`src/design/hid_descriptor_digitizer_strip_macros.svh`:
```
// assertion macros for the descriptor strip filter
`ifndef HID_DESCRIPTOR_DIGITIZER_STRIP_MACROS_SVH
`define HID_DESCRIPTOR_DIGITIZER_STRIP_MACROS_SVH

// condition must hold at every edge out of reset
`define HDDS_ASSERT_ALWAYS(label, clk, rst_n, cond, msg) \
	label: assert property (@(posedge clk) disable iff (!rst_n) (cond)) else $error(msg);

// antecedent implies consequent in the same cycle
`define HDDS_ASSERT_IMPLY(label, clk, rst_n, ante, cons, msg) \
	label: assert property (@(posedge clk) disable iff (!rst_n) (ante) |-> (cons)) \
		else $error(msg);

`endif

```
`src/design/hdds_pkg.sv`:
```
// shared types and constants of the descriptor strip filter
package hdds_pkg;

	localparam int KEPT_W  = 16;
	localparam int QDEPTH  = 4;
	localparam int QPTR_W  = 2;
	localparam int QCNT_W  = 3;

	localparam logic [7:0] PAGE_HEADER = 8'h05;
	localparam logic [7:0] OPEN_COLL   = 8'hA1;
	localparam logic [7:0] CLOSE_COLL  = 8'hC0;
	localparam logic [1:0] SIZE_FOUR   = 2'd3;

	localparam logic CFG_STRIP_ENABLE = 1'b0;
	localparam logic CFG_STRIP_PAGE   = 1'b1;

	// number of kept bytes an item releases
	localparam logic [1:0] EMIT_NONE = 2'd0;
	localparam logic [1:0] EMIT_ONE  = 2'd1;
	localparam logic [1:0] EMIT_TWO  = 2'd2;

	typedef enum logic [2:0] {
		MODE_HEADER = 3'b001,
		MODE_DATA   = 3'b010,
		MODE_SKIP   = 3'b100
	} parse_mode_t;

	typedef struct packed {
		logic       strip_enable;
		logic [7:0] strip_page;
	} cfg_t;

	// one queued command for the back end: b0 goes out first
	typedef struct packed {
		logic [1:0] emit;
		logic [7:0] b0;
		logic [7:0] b1;
		logic       last;
	} cmd_t;

endpackage

```
`src/design/hdds_front.sv`:
```
// front end: walks short items and decides which bytes are kept
module hdds_front (
	input  logic          clk,
	input  logic          arst_n,
	input  logic          accept,
	input  logic [7:0]    in_byte,
	input  logic          last_byte,
	input  hdds_pkg::cfg_t cfg,
	output logic          push,
	output hdds_pkg::cmd_t cmd
);
	import hdds_pkg::*;

	parse_mode_t mode_q, mode_d;
	logic [2:0]  data_left_q, data_left_d;
	logic [7:0]  open_q, open_d, close_q, close_d;
	logic        held_q, held_d;
	logic [7:0]  open_inc, close_inc;
	logic [2:0]  data_dec;
	cmd_t        cmd_d;

	assign open_inc  = open_q + ((in_byte == OPEN_COLL) ? 8'd1 : 8'd0);
	assign close_inc = close_q + ((in_byte == CLOSE_COLL) ? 8'd1 : 8'd0);
	assign data_dec  = (data_left_q != 3'd0) ? data_left_q - 3'd1 : 3'd0;

	always_comb begin
		mode_d      = mode_q;
		data_left_d = data_left_q;
		open_d      = open_q;
		close_d     = close_q;
		held_d      = held_q;
		cmd_d.emit  = EMIT_NONE;
		cmd_d.b0    = in_byte;
		cmd_d.b1    = in_byte;
		cmd_d.last  = last_byte;
		if (held_q) begin
			held_d = 1'b0;
			if (cfg.strip_enable && in_byte == cfg.strip_page) begin
				// page byte itself opens the count
				open_d  = (in_byte == OPEN_COLL) ? 8'd1 : 8'd0;
				close_d = (in_byte == CLOSE_COLL) ? 8'd1 : 8'd0;
				mode_d  = MODE_SKIP;
			end else begin
				cmd_d.emit = EMIT_TWO;
				cmd_d.b0   = PAGE_HEADER;
				mode_d     = MODE_HEADER;
			end
		end else begin
			unique case (mode_q)
				MODE_SKIP: begin
					open_d  = open_inc;
					close_d = close_inc;
					if (open_inc != 8'd0 && open_inc == close_inc) begin
						open_d  = 8'd0;
						close_d = 8'd0;
						mode_d  = MODE_HEADER;
					end
				end
				MODE_DATA: begin
					cmd_d.emit  = EMIT_ONE;
					data_left_d = data_dec;
					if (data_dec == 3'd0)
						mode_d = MODE_HEADER;
				end
				default: begin
					if (in_byte == PAGE_HEADER && !last_byte) begin
						held_d = 1'b1;
					end else begin
						cmd_d.emit  = EMIT_ONE;
						data_left_d = (in_byte[1:0] == SIZE_FOUR) ? 3'd4 : {1'b0, in_byte[1:0]};
						mode_d      = (in_byte[1:0] != 2'd0) ? MODE_DATA : MODE_HEADER;
					end
				end
			endcase
		end
		if (last_byte) begin
			mode_d      = MODE_HEADER;
			data_left_d = 3'd0;
			open_d      = 8'd0;
			close_d     = 8'd0;
			held_d      = 1'b0;
		end
	end

	assign cmd  = cmd_d;
	assign push = accept && (cmd_d.emit != EMIT_NONE || last_byte);

	always_ff @(posedge clk or negedge arst_n) begin
		if (!arst_n) begin
			mode_q      <= MODE_HEADER;
			data_left_q <= 3'd0;
			open_q      <= 8'd0;
			close_q     <= 8'd0;
			held_q      <= 1'b0;
		end else if (accept) begin
			mode_q      <= mode_d;
			data_left_q <= data_left_d;
			open_q      <= open_d;
			close_q     <= close_d;
			held_q      <= held_d;
		end
	end

endmodule

```
`src/design/hdds_queue.sv`:
```
// short command queue between the parser and the emitter
module hdds_queue (
	input  logic                   clk,
	input  logic                   arst_n,
	input  logic                   push,
	input  hdds_pkg::cmd_t         push_cmd,
	input  logic                   pop,
	output hdds_pkg::cmd_t         head,
	output logic                   empty,
	output logic                   full,
	output logic [hdds_pkg::QCNT_W-1:0] count
);
	import hdds_pkg::*;

	cmd_t              mem_q [QDEPTH];
	logic [QPTR_W-1:0] wr_ptr_q, rd_ptr_q;
	logic [QCNT_W-1:0] cnt_q;

	assign empty = (cnt_q == QCNT_W'(0));
	assign full  = (cnt_q == QCNT_W'(QDEPTH));
	assign count = cnt_q;
	assign head  = mem_q[rd_ptr_q];

	always_ff @(posedge clk) begin
		if (push)
			mem_q[wr_ptr_q] <= push_cmd;
	end

	always_ff @(posedge clk or negedge arst_n) begin
		if (!arst_n) begin
			wr_ptr_q <= '0;
			rd_ptr_q <= '0;
			cnt_q    <= '0;
		end else begin
			if (push)
				wr_ptr_q <= wr_ptr_q + QPTR_W'(1);
			if (pop)
				rd_ptr_q <= rd_ptr_q + QPTR_W'(1);
			if (push && !pop)
				cnt_q <= cnt_q + QCNT_W'(1);
			else if (pop && !push)
				cnt_q <= cnt_q - QCNT_W'(1);
		end
	end

endmodule

```
`src/design/hdds_back.sv`:
```
// back end: turns queued commands into result items and keeps the count
module hdds_back #(
	parameter int MAX_DESC_LEN = 65535
) (
	input  logic                       clk,
	input  logic                       arst_n,
	input  hdds_pkg::cmd_t             head,
	input  logic                       empty,
	output logic                       pop,
	output logic                       phase,
	output logic                       out_valid,
	input  logic                       out_stall,
	output logic [7:0]                 out_byte,
	output logic                       has_byte,
	output logic                       end_of_descriptor,
	output logic [hdds_pkg::KEPT_W-1:0] bytes_kept
);
	import hdds_pkg::*;

	localparam logic [KEPT_W-1:0] MAX_KEPT = KEPT_W'(MAX_DESC_LEN);

	logic              phase_q;
	logic [KEPT_W-1:0] kept_q, kept_next;
	logic              out_valid_q;
	logic [7:0]        byte_q;
	logic              has_q, end_q;
	logic [KEPT_W-1:0] count_q;
	logic              load_ok, take, has_d, end_d;
	logic [7:0]        byte_d;

	assign load_ok = !out_valid_q || !out_stall;
	assign take    = load_ok && !empty;
	assign has_d   = (head.emit != EMIT_NONE);
	assign byte_d  = phase_q ? head.b1 : head.b0;
	// end flag rides on the second byte of a released page prefix
	assign end_d   = head.last && (head.emit != EMIT_TWO || phase_q);
	assign kept_next = (has_d && kept_q < MAX_KEPT) ? kept_q + KEPT_W'(1) : kept_q;
	assign pop     = take && (head.emit != EMIT_TWO || phase_q);

	always_ff @(posedge clk or negedge arst_n) begin
		if (!arst_n) begin
			phase_q     <= 1'b0;
			kept_q      <= '0;
			out_valid_q <= 1'b0;
		end else if (load_ok) begin
			out_valid_q <= take;
			if (take) begin
				phase_q <= (head.emit == EMIT_TWO) && !phase_q;
				kept_q  <= end_d ? '0 : kept_next;
			end
		end
	end

	always_ff @(posedge clk) begin
		if (take) begin
			byte_q  <= has_d ? byte_d : 8'd0;
			has_q   <= has_d;
			end_q   <= end_d;
			count_q <= kept_next;
		end
	end

	assign phase             = phase_q;
	assign out_valid         = out_valid_q;
	assign out_byte          = byte_q;
	assign has_byte          = has_q;
	assign end_of_descriptor = end_q;
	assign bytes_kept        = count_q;

endmodule

```
`src/design/hid_descriptor_digitizer_strip.sv`:
```
// top level of the hid descriptor digitizer-collection strip filter
//
//  channel | signals                                          | direction
//  in      | in_valid, in_stall, in_byte, last_byte          | byte in
//  out     | out_valid, out_stall, out_byte, has_byte,        | result out
//          | end_of_descriptor, bytes_kept                    |
//  cfg     | cfg_we, cfg_index, cfg_wdata                     | register write
//
// one byte per cycle in while in_stall is low; a released page prefix gives two
// results, sent in turn by the emitter; the four-entry command queue absorbs them
// input reaches the result through the command queue and the emitter register
// in_stall is high only while the command queue is full
// asynchronous reset clears parser state, queue and kept count, no clearing pass
`include "hid_descriptor_digitizer_strip_macros.svh"

module hid_descriptor_digitizer_strip #(
	parameter int MAX_DESC_LEN = 65535
) (
	input  logic                        clk,
	input  logic                        arst_n,
	input  logic                        in_valid,
	output logic                        in_stall,
	input  logic [7:0]                  in_byte,
	input  logic                        last_byte,
	output logic                        out_valid,
	input  logic                        out_stall,
	output logic [7:0]                  out_byte,
	output logic                        has_byte,
	output logic                        end_of_descriptor,
	output logic [hdds_pkg::KEPT_W-1:0] bytes_kept,
	input  logic                        cfg_we,
	input  logic                        cfg_index,
	input  logic [7:0]                  cfg_wdata
);
	import hdds_pkg::*;

	cfg_t              cfg_q;
	cmd_t              push_cmd, head;
	logic              accept, push, pop, empty, full, phase;
	logic [QCNT_W-1:0] qcount;

	always_ff @(posedge clk or negedge arst_n) begin
		if (!arst_n) begin
			cfg_q.strip_enable <= 1'b0;
			cfg_q.strip_page   <= 8'h0D;
		end else if (cfg_we) begin
			unique case (cfg_index)
				CFG_STRIP_ENABLE: cfg_q.strip_enable <= cfg_wdata[0];
				CFG_STRIP_PAGE:   cfg_q.strip_page   <= cfg_wdata;
				default: ;
			endcase
		end
	end

	assign in_stall = full;
	assign accept   = in_valid && !full;

	hdds_front u_front (
		.clk      (clk),
		.arst_n   (arst_n),
		.accept   (accept),
		.in_byte  (in_byte),
		.last_byte(last_byte),
		.cfg      (cfg_q),
		.push     (push),
		.cmd      (push_cmd)
	);

	hdds_queue u_queue (
		.clk     (clk),
		.arst_n  (arst_n),
		.push    (push),
		.push_cmd(push_cmd),
		.pop     (pop),
		.head    (head),
		.empty   (empty),
		.full    (full),
		.count   (qcount)
	);

	hdds_back #(
		.MAX_DESC_LEN(MAX_DESC_LEN)
	) u_back (
		.clk              (clk),
		.arst_n           (arst_n),
		.head             (head),
		.empty            (empty),
		.pop              (pop),
		.phase            (phase),
		.out_valid        (out_valid),
		.out_stall        (out_stall),
		.out_byte         (out_byte),
		.has_byte         (has_byte),
		.end_of_descriptor(end_of_descriptor),
		.bytes_kept       (bytes_kept)
	);

	`HDDS_ASSERT_ALWAYS(a_queue_bound, clk, arst_n, qcount <= QCNT_W'(QDEPTH), "queue overfilled")
	`HDDS_ASSERT_IMPLY(a_phase_has_cmd, clk, arst_n, phase, !empty, "second byte with empty queue")
	`HDDS_ASSERT_IMPLY(a_empty_is_end, clk, arst_n, out_valid && !has_byte, end_of_descriptor, "empty result not at end")
	`HDDS_ASSERT_IMPLY(a_kept_nonzero, clk, arst_n, out_valid && has_byte, bytes_kept != '0, "kept byte with zero count")

endmodule
```
`config.mk`:
```
export PLATFORM = sky130hd
export DESIGN_NAME = hid_descriptor_digitizer_strip
export DESIGN_NICKNAME = d
export VERILOG_FILES = /design/src/design/hdds_pkg.sv /design/src/design/hdds_front.sv /design/src/design/hdds_queue.sv /design/src/design/hdds_back.sv /design/src/design/hid_descriptor_digitizer_strip.sv
export VERILOG_INCLUDE_DIRS = /design/src /design/src/design
export SDC_FILE = /design/constraint.sdc
export NUM_CORES = 1
export LEC_CHECK = 0
export ABC_CLOCK_PERIOD_IN_PS = 3400
export BUFFER_PORTS_ARGS = -buffer_cell sky130_fd_sc_hd__buf_2
export CORE_ASPECT_RATIO = 0.9
export CORE_MARGIN = 3
export CORE_UTILIZATION = 45
export CTS_CLUSTER_SIZE = 8
export DETAILED_ROUTE_END_ITERATION = 8
export PLACE_DENSITY = 0.66
export RECOVER_POWER = 100
export SETUP_SLACK_MARGIN = 0.2
export SYNTH_ARGS = -nofsm -noshare
export SYNTH_HDL_FRONTEND = slang
export SYNTH_SLANG_ARGS = --single-unit
```
`constraint.sdc`:
```
create_clock -name clk -period 3.4 [get_ports clk]
set_input_delay 0.51 -clock clk [delete_from_list [all_inputs] [get_ports clk]]
set_output_delay 0.51 -clock clk [all_outputs]
set_load 0.01 [all_outputs]
```
### Yosys cells after proc, flatten, opt, wreduce, memory -nomap -nowiden

Memories as Yosys holds them, arrays and structs flattened.
Cells that the tools add are included.

| storage, ports and cells | value |
|---|---|
| flip-flop bits (word level) | 83 |
| bits in latches | 0 |
| bits in writable memories | 76 |
| memory bits (read-only) | 0 |
| memories kept | 1 |

Memories:

| name | words | width | read ports | clocked after memory_dff | write ports | RTL line | RTL |
|---|---|---|---|---|---|---|---|
| u_queue.mem_q | 4 | 19 | 1 | 0 | 1 | hdds_queue.sv:15 | `cmd_t mem_q [QDEPTH];` |

| operators by class | value |
|---|---|
| $add $sub $neg | 8 |
| multipliers | 0 |
| div/mod/pow operators | 0 |
| $lt $le $gt $ge | 1 |
| equal/unequal tests | 18 |
| shift operators | 0 |
| mux-type cells | 42 |
| bitwise gates (word level) | 1 |
| reductions and logical operators | 39 |

Operator list:

| operator | number |
|---|---|
| two-way mux 8 bit | 12 |
| two-way mux 3 bit | 13 |
| two-way mux 16 bit | 2 |
| adder 16 x 1 -> 16 bit, second input constant | 1 |
| adder 8 bit | 2 |
| == test 8 bit | 2 |
| == test 8 bit, second input constant | 2 |
| < comparator 16 bit, second input constant | 1 |
| logical AND 1 bit | 12 |
| case mux 3 bit (2 select lines) | 2 |
| two-way mux 10 bit | 1 |
| two-way mux 1 bit | 9 |
| == test 8 x 3 -> 1 bit, second input constant | 1 |
| logical NOT 1 bit | 8 |
| inequality test 4 x 2 -> 1 bit, second input constant | 2 |
| AND reduction 4 bit | 2 |
| nonzero test 2 bit | 4 |
| nonzero test 8 bit | 1 |
| == test 3 bit, second input constant | 2 |
| logical NOT 3 bit | 2 |
| inequality test 2 bit, second input constant | 3 |
| inequality test 3 bit, second input constant | 2 |
| AND reduction 2 bit | 3 |
| nonzero test 3 bit | 2 |
| 12 further kinds | 18 |

### Longest topological paths before layout

Gate-level depths: netlist of run 1.

| logic depth | value |
|---|---|
| depth in word-level cells | 12 |
| gate-level depth with buffers | 13 |
| depth with buffers taken out | 12 |

### Modules after synthesis

From an unflattened synthesis of run 1, not the netlist that was laid out.

| unflattened totals | value |
|---|---|
| cells, all modules | 584 |
| area total of the unflattened synthesis | 7,683.6 µm² |

Modules (own cells, without submodules):

| module | times used | cells each | area an instance (µm²) | sequential area each (µm²) |
|---|---|---|---|---|
| hdds_queue | 1 | 133 | 3,136.8 | 2,457.4 |
| hdds_back | 1 | 201 | 2,284.7 | 1,231.2 |
| hdds_front | 1 | 229 | 1,913.1 | 576.8 |
| hid_descriptor_digitizer_strip | 1 | 21 | 349.1 | 229.0 |

### Least setup slack after synthesis of run 1

No wires, ideal clock.

| timing | value |
|---|---|
| kind | in2reg |
| from | in in_byte[3] |
| to | reg u_front.open_q[5] |
| setup time | 0.126 ns |
| arrival | 2.870 ns |
| required time | 3.274 ns |
| setup slack | 0.404 ns |
| cell stages on the path | 11 |
| buffers on the path | 1 |
| cells stage by stage | nor4b_1 > and4b_1 > ha_1 > nand3_2 > or4_4 > xnor2_2 > xnor2_1 > o2111ai_4 > buf_6 > a32oi_1 > o21ai_1 |

| between the ends | value |
|---|---|
| word-level cells in the longest chain between the ends | 9 |
| elaborated cells between the ends (all ways) | 17 |
| those cells by class | 2 x add/sub; 5 x eq/ne; 6 x mux; 4 x reduce/logical |

Ends and longest elaborated chain:

| what | RTL line | RTL |
|---|---|---|
| start, declared | hid_descriptor_digitizer_strip.sv:23 | `input logic [7:0] in_byte,` |
| == test 8 bit (on tied branches) | hdds_front.sv:22, hdds_front.sv:23 |  |
| two-way mux 1 bit (on tied branches) | hdds_front.sv:22, hdds_front.sv:23 |  |
| adder 8 bit (on tied branches) | hdds_front.sv:22, hdds_front.sv:23 |  |
| == test 8 bit / nonzero test 8 bit (equally long branches) | hdds_front.sv:53 | `if (open_inc != 8'd0 && open_inc == close_inc) begin` |
| logical AND 1 bit | hdds_front.sv:53 |  |
| two-way mux 8 bit | hdds_front.sv:53 |  |
| two-way mux 8 bit | hdds_front.sv:49 | `unique case (mode_q)` |
| two-way mux 8 bit | hdds_front.sv:36 | `if (held_q) begin` |
| two-way mux 8 bit | hdds_front.sv:76 | `if (last_byte) begin` |
| end signal, assigned | hdds_front.sv:98 | `open_q <= open_d;` |
| end, declared | hdds_front.sv:16 | `logic [7:0] open_q, open_d, close_q, close_d;` |

Several ways; a longest one is shown, not always the timed one. The select of a mux whose other input is x is not followed.
A chain may end at the register's enable or synchronous reset.

### Worst setup path in the final report of run 1

| timing | value |
|---|---|
| from | in in_byte[1] |
| to | reg u_front.open_q[5] |

Same word-level chain as after synthesis.

==> out/results.ini, run 1 <==
[timing]
rsz0062_at_grt=false
tns_ns=0
hold_slack_ns=0.300
finalSetupViolCount=0
fin_crit_ns=3.08
finalClockSkew_ns=0.00982
fmax_mhz=324
hold_viol=0
finalCritPeriodShare_pct=90.7
max_slew_margin_pct=0.911
worst_pin_slew_ns=1.49
slew_viol_final=0

[setup_path]
crit_arrival_ns=3.38
start_kind=input port
critPathKind=input port to flop
cp.required_ns=3.70
cp_max_fo=13
endpoint_kind=flop

[route]
route.detailed.drc=0
drtIter0Drc=340
dr.pass1.iters=5
avgRoutedWirePerCell_um=17.4
ant_nets=0
drt-vias-per-instance=5.67
routed_wl_mm=15.5
vias=5039

[synthesis]
ys_seq_area_share_pct=58.9
synthFlopType=edfxtp_1
syn_area_mm2=0.00763
synth_edf_count=102
syn_area_per_cell_um2=12.9
syn_inst=591
ys_warn_count=0
synthArstFlopShare_pct=35.8
syn-num-nets=628
ys_types=66
ys_ff_latch=159

[placed_design]
place.port_buffers=50
place_area_mm2=0.00828
dp_hpwl_mm=10.3
dp.cells=857
place_congestion=0.847

[final_layout]
area_growth_pct=14.9
fin_util_pct=53.6
fin_area_mm2=0.00877
diodes=0
final_net_count=706
final_cells=889
drive_above_1_share_pct=18.5

[floorplan]
die_h_um=130
coreArea_mm2=0.0164
die_area_mm2=0.0186
initial_core_util_pct=46.7
ios=51
die_w_um=143
rows=44

[clock_network]
clkLatencyLatePin_ns=0.43
cts-root-buf=clkbuf_16
path_clk_slew_ns=0.06
cts_sinks=159
cts_buffer_depth=2
numCtsBuffers=17
cts_tree=yes
htreeDepth=4

[power]
p_per_area_mw_per_mm2=711
vdd.ir_drop.worst_mv=0.516
p_leak_nw=3.25

[global_route]
grt-ovfl-total=0
grt_usage_pct=17.7
grt_pass1_wl_mm=25.7
grt_pass1_vias=5073
grt_max_degree=58
antenna_found_initial=0

[hold_path]
worst_hold_path_type=input port to flop

[job]
cap_violations=0

[outcome]
status=completed

## worst max-delay path: stages
cell	delay [ns]
clkbuf_1	0.11
clkbuf_1	0.44
nor2_1	0.14
and4b_1	0.28
ha_1	0.22
clkbuf_1	0.14
xnor2_1	0.20
xnor2_1	0.09
a21o_1	0.17
nor4_2	0.24
o2111ai_1	0.19
clkbuf_2	0.27
a32oi_1	0.28
o21ai_0	0.11
## worst paths after layout
| path | slack [ns] | cells after the start | from | end |
|---|---|---|---|---|
| max reg2reg | 0.40 | 11 | u_front.mode_q[2] | u_queue.count[2] |
| max in group asynchronous | 1.98 | 2 | arst_n | cfg_q[6] |
| min in group asynchronous | 0.51 | 2 | arst_n | u_back.kept_q[9] |
| max | 0.32 | 14 | in_byte[1] | u_front.open_q[5] |
| min | 0.30 | 3 | out_stall | u_back.out_valid |
| min reg2reg | 0.51 | 2 | u_back.out_valid | u_back.out_valid |
## synth_stat cells (3+ instances only)
cell | n | area share (%)
and2_1 | 13 | 1.1
mux4_2 | 19 | 5.6
mux2i_1 | 9 | 1.2
ha_1 | 13 | 2.1
buf_4 | 4 | 0.39
o21ai_1 | 3 | 0.20
nand2b_1 | 5 | 0.41
nor2b_1 | 6 | 0.49
nand4_1 | 13 | 1.1
xor2_1 | 11 | 1.3
nand3_1 | 19 | 1.2
clkbuf_1 | 13 | 0.64
a21oi_1 | 11 | 0.72
and3_1 | 10 | 0.82
a22o_1 | 3 | 0.34
a21o_1 | 3 | 0.30
nor2_1 | 36 | 1.8
nor3b_1 | 6 | 0.59
edfxtp_1 | 102 | 40
or2_2 | 3 | 0.25
inv_1 | 15 | 0.74
dfrtp_1 | 53 | 17
nor3_1 | 6 | 0.39
mux2_2 | 13 | 1.9
a31oi_1 | 12 | 0.98
nand2_1 | 45 | 2.2
dfstp_2 | 4 | 1.4
nor4_1 | 3 | 0.25
o21ai_0 | 33 | 2.2
o31ai_1 | 15 | 1.5
buf_2 | 12 | 0.79
xnor2_1 | 33 | 3.8
## metrics by stage
stage | worst slack, ns | total power, mW
floorplan | 0.404 | 3.85
global placement | 0.103 | 4.29
detailed placement | 0.0284 | 4.37
CTS | 0.420 | 6.36
global route | 0.161 | 6.58
finish | 0.315 | 6.24
## registers in the layout, indices dropped and copies added, names as in the netlist, 3 cells and up
register,cells
u_front.open_q,8
u_back.bytes_kept,16
u_front.data_left_q,3
u_front.mode_q,3
u_queue.count,3
u_front.close_q,8
cfg_q,9
u_queue.mem_q,76
u_back.kept_q,16
u_back.out_byte,8
## final cells by class
cell class,count,area (um2)
inverters,16,60.1
fillers,1362,7580
multi-input cells,385,2910
clock buffers,17,425
clock inverters,15,183
well taps,207,259
repair buffers,90,439
flip-flops and latches,159,4490
## timing repair
| item | 4_1_cts | 5_1_grt |
|---|---|---|
| setup endpoints to repair | 0 | 1 |
| gates resized for setup | 0 | 1 |
| setup buffers | 0 | 0 |
| hold buffers | 0 | 0 |
## routing by layer
metal | wire, um | vias up | part of all wire (%) | global-route usage (%)
met5 | 0 | - | 0 | 0
met2 | 7500 | 167 | 48 | 28.4
met3 | 800 | 20 | 5.2 | 4.24
met4 | 198 | 0 | 1.3 | 6.09
li1 | - | 2372 | - | -
met1 | 7010 | 2480 | 45 | 24.0
## report_power, final
group | total (mW) | internal (mW) | switching [mW] | leakage (nW)
clock network | 1.97 | 1.17 | 0.801 | 0.301
registers | 2.76 | 2.54 | 0.215 | 1.67
logic | 1.51 | 0.641 | 0.867 | 1.27
## cell families (layout without fill, tap and decap cells)
kind of cell               Yosys count  after routing  share of synthesized area (%)
muxes                               41             41                           8.71
xor gates and xnor gates            45             45                           5.26
buffers and inverters               47            138                           2.80
adders and majority gates           14             14                           2.39
and+or+nand+nor                    184            184                           12.8
AOI/OAI and AO/OA                  101            101                           9.09
DFF                                159            159                           58.9
## cells in the final DEF, fill, tap and decap left out, drive strengths merged, types with 3 or more instances in the layout
cell type	n
o31ai	15
nand4	14
xor2	11
clkinv	7
a31oi	12
nor2b	6
ha	13
buf	35
mux4	19
nor3b	7
xnor2	34
and3	12
nor2	36
o21ai	36
nor4	5
nand2	46
mux2	13
dfstp	4
inv	21
nand3	20
or4	3
a21o	3
bufinv	3
mux2i	9
o22ai	3
a21oi	12
a22o	3
clkbuf	72
nor3	6
nand2b	5
dfrtp	53
and2	13
or2	3
a211oi	4
edfxtp	102
No activity file was read; power rests on OpenSTA's default activity.
==> run 2: changes to the inputs <==
- BUFFER_PORTS_ARGS: -buffer_cell sky130_fd_sc_hd__buf_2 -> -buffer_cell sky130_fd_sc_hd__buf_4
==> run 2 against run 1 <==
Net effect: the run now ends with max-capacitance violations, max-slew violations left; worst setup slack improved by 0.037 ns; utilization rose by 0.21 points; sequential power about the same; via count rose by 0.56%; clock-buffer cell count unchanged; worst hold slack lost 0.013 ns; cell count shrank 0.22%; cell area up 0.39%; routed wire length increased by 1.8%; first-iteration DRC count increased by 34%; clock skew decreased by 0.00054 ns; power is 1.8% lower.
==> out/results.ini, run 2 (synthesis results as in run 1) <==
[power]
p_per_area_mw_per_mm2=696  ; was 711 mW/mm2
internal_power_mw=4.28  ; was 4.35 mW
vdd.ir_drop.worst_mv=0.452  ; was 0.516 mV
p_leak_nw=3.25  ; about the same
clockPowerShare_pct=30.0  ; was 31.6%
combPwrFrac_pct=25.1  ; was 24.2%
switching_share_pct=30.2  ; about the same
p_sw_mw=1.85  ; was 1.88 mW
pwr-share-seq_pct=44.9  ; was 44.2%

[route]
drtIter0Drc=455  ; was 340
dr.pass1.iters=5  ; unchanged
route.detailed.drc=0  ; unchanged
drt-vias-per-instance=5.71  ; was 5.67
avgRoutedWirePerCell_um=17.8  ; was 17.4 um
vias=5067  ; was 5039
routed_wl_mm=15.8  ; was 15.5 mm
ant_nets=0  ; unchanged

[final_layout]
final_net_count=705  ; was 706
fin_util_pct=53.8  ; was 53.6%
largest_register_ffs=76  ; unchanged
final_common_cell=edfxtp_1  ; unchanged
layout_common_cells=edfxtp_1 (102), dfrtp_1 (53), nand2_1 (45), clkbuf_1 (45), nor2_1 (36)  ; was edfxtp_1 (102), dfrtp_1 (53), clkbuf_1 (49)
diodes=0  ; unchanged
area_growth_pct=15.4  ; was 14.9%
top_register=u_queue.mem_q  ; unchanged
drive_above_1_share_pct=18.8  ; was 18.5%
fillCellCount=1392  ; was 1362
fin_area_mm2=0.00880  ; was 0.00877 mm2

[placed_design]
place.port_buffers=50  ; unchanged
dp_hpwl_mm=10.4  ; was 10.3 mm
place_congestion=0.805  ; was 0.847
place_area_mm2=0.00841  ; was 0.00828 mm2

[timing]
finalCritPeriodShare_pct=89.6  ; was 90.7%
fin_crit_ns=3.05  ; was 3.08 ns
hold_viol=0  ; unchanged
tns_ns=0  ; unchanged
max_slew_margin_pct=-13.8  ; was 0.911%
worst_pin_slew_ns=1.71  ; was 1.49 ns
rsz0062_at_grt=false  ; unchanged
slew_viol_final=34  ; was 0
finalClockSkew_ns=0.00928  ; was 0.00982 ns
fmax_mhz=328  ; was 324 MHz
finalSetupViolCount=0  ; unchanged

[floorplan]
die_area_mm2=0.0186  ; unchanged
die_w_um=143  ; unchanged
die_h_um=130  ; unchanged
initial_core_util_pct=46.7  ; unchanged
rows=44  ; unchanged
coreArea_mm2=0.0164  ; unchanged
ios=51  ; unchanged

[setup_path]
cp_max_fo=13  ; unchanged
reg2reg_setup_slack_ns=0.44  ; was 0.40 ns
cp.required_ns=3.69  ; was 3.70 ns
cpMostUsedCell=clkbuf_1  ; unchanged
crit_slowest_cell=clkbuf_1  ; unchanged
start_kind=input port  ; unchanged
ff2ff_path_depth=8  ; was 11
crit_buf_inv=4  ; unchanged
cp_cell_sequence=clkbuf_1, clkbuf_1, nor2_1, and4b_1, ha_1, clkbuf_1, xnor2_1, xnor2_1, a21o_1, nor4_2, o2111ai_4, buf_12, a32oi_1, o21ai_0  ; was clkbuf_1, clkbuf_1, nor2_1, and4b_1, ha_1, clkbuf_1, xnor2_1, xnor2_1, a21o_1, nor4_2, o2111ai_1, clkbuf_2, a32oi_1, o21ai_0
worstReg2RegEnd=u_back.kept_q[4]  ; was u_queue.count[2]
critPathKind=input port to flop  ; unchanged
r2r-start=u_queue.rd_ptr_q[0]  ; was u_front.mode_q[2]
cp_top_family=buffers and inverters  ; unchanged
crit_cells=14  ; unchanged
crit_arrival_ns=3.34  ; was 3.38 ns
endpoint_kind=flop  ; unchanged
max_stage_delay_ns=0.40  ; was 0.44 ns

[global_route]
grt_pass1_wl_mm=25.8  ; was 25.7 mm
grt_usage_pct=18.0  ; was 17.7%
grt-ovfl-total=0  ; unchanged
grt_pass1_vias=5015  ; was 5073
grt_max_degree=58  ; unchanged
antenna_found_initial=0  ; unchanged

[clock_network]
ctsHoldBuffers=0  ; unchanged
numCtsBuffers=17  ; unchanged
cts_tree=yes  ; unchanged
cts_buffer_depth=2  ; unchanged
cts_setup_buffers=0  ; unchanged
path_clk_slew_ns=0.06  ; about the same
cts-root-buf=clkbuf_16  ; unchanged
htreeDepth=4  ; unchanged
clkLatencyLatePin_ns=0.42  ; was 0.43 ns
cts_sinks=159  ; unchanged

[outcome]
status=finished with violations  ; was completed
violations=max-capacitance violations, max-slew violations

[hold_path]
holdPathStages=3  ; unchanged
worst_hold_path_type=input port to flop  ; unchanged
hold_end=u_back.out_valid  ; unchanged
min_from=out_stall  ; unchanged

[job]
cap_violations=2  ; was 0

## run 2: changes by cell type in the layout (fill, tap and decap cells not counted), sizes merged
cell / before / now
bufinv: 3 / 2
clkbuf: 72 / 71
clkinv: 7 / 9
clkinvlp: 0 / 1
inv: 21 / 18
## run 2: per-layer routing
| metal | up-vias | GRT usage [%] | share of wire (%) |
|---|---|---|---|
| li1 | 2369 | - | - |
| met1 | 2536 | 24.3 | 44 |
| met5 | - | 0 | 0 |
| met4 | 0 | 5.20 | 1.0 |
| met3 | 13 | 4.46 | 5.4 |
| met2 | 149 | 29.2 | 49 |
## run 2: what timing repair did
action | 4_1_cts | 5_1_grt
resized for setup | 0 | 1
hold endpoints to repair | 0 | 0
setup endpoints to repair | 0 | 1
## run 2: final cells by class
type | instances | area, um2 | area share (%)
sequential | 159 | 4490 | 51.1
tap | 207 | 259 | 2.94
multi-input combinational | 385 | 2920 | 33.2
inverter | 16 | 60.1 | 0.682
clock buffer | 17 | 425 | 4.83
clock inverter | 14 | 141 | 1.61
timing repair buffer | 89 | 499 | 5.67
## run 2: how the worst max path moves through the flow
stage | start | end | slack, ns
after floorplan | in_byte[3] | u_front.open_q[5] | 0.40
after global placement | in_byte[3] | u_front.mode_q[0] | -0.02
after detailed placement | in_byte[3] | u_front.close_q[3] | -0.04
after CTS | in_byte[3] | u_front.mode_q[0] | 0.40
after global routing | in_byte[1] | u_front.open_q[0] | 0.11
final | in_byte[0] | u_front.open_q[5] | 0.35
## run 2: worst register-to-register path: cells and delay by family, from the launching register on
kind / cells / cell delay [ns]
compound gates: 1 / 0.19
buf+inv: 2 / 0.82
flops: 1 / 0.39
mux: 1 / 0.53
simple gates: 4 / 0.92
## run 2: power by group through the flow
stage | Clock (mW) | Sequential (mW) | Combinational (mW)
3_5_place_dp | 0 | 2.78 | 1.67
2_1_floorplan | 0 | 2.77 | 1.08
3_3_place_gp | 0 | 2.75 | 1.61
4_1_cts | 1.88 | 2.75 | 1.68
6_report | 1.84 | 2.75 | 1.54
5_1_grt | 1.96 | 2.80 | 1.71
## run 2: metrics by stage
| step | cells | hold slack, ns | setup WS [ns] | power (mW) |
|---|---|---|---|---|
| after floorplan | 591 | 0.214 | 0.404 | 3.85 |
| after global placement | 856 | 0.474 | -0.0188 | 4.37 |
| after detailed placement | 856 | 0.489 | -0.0439 | 4.45 |
| after CTS | 887 | 0.169 | 0.396 | 6.31 |
| after global routing | 887 | 0.278 | 0.111 | 6.47 |
| final | 887 | 0.287 | 0.352 | 6.13 |
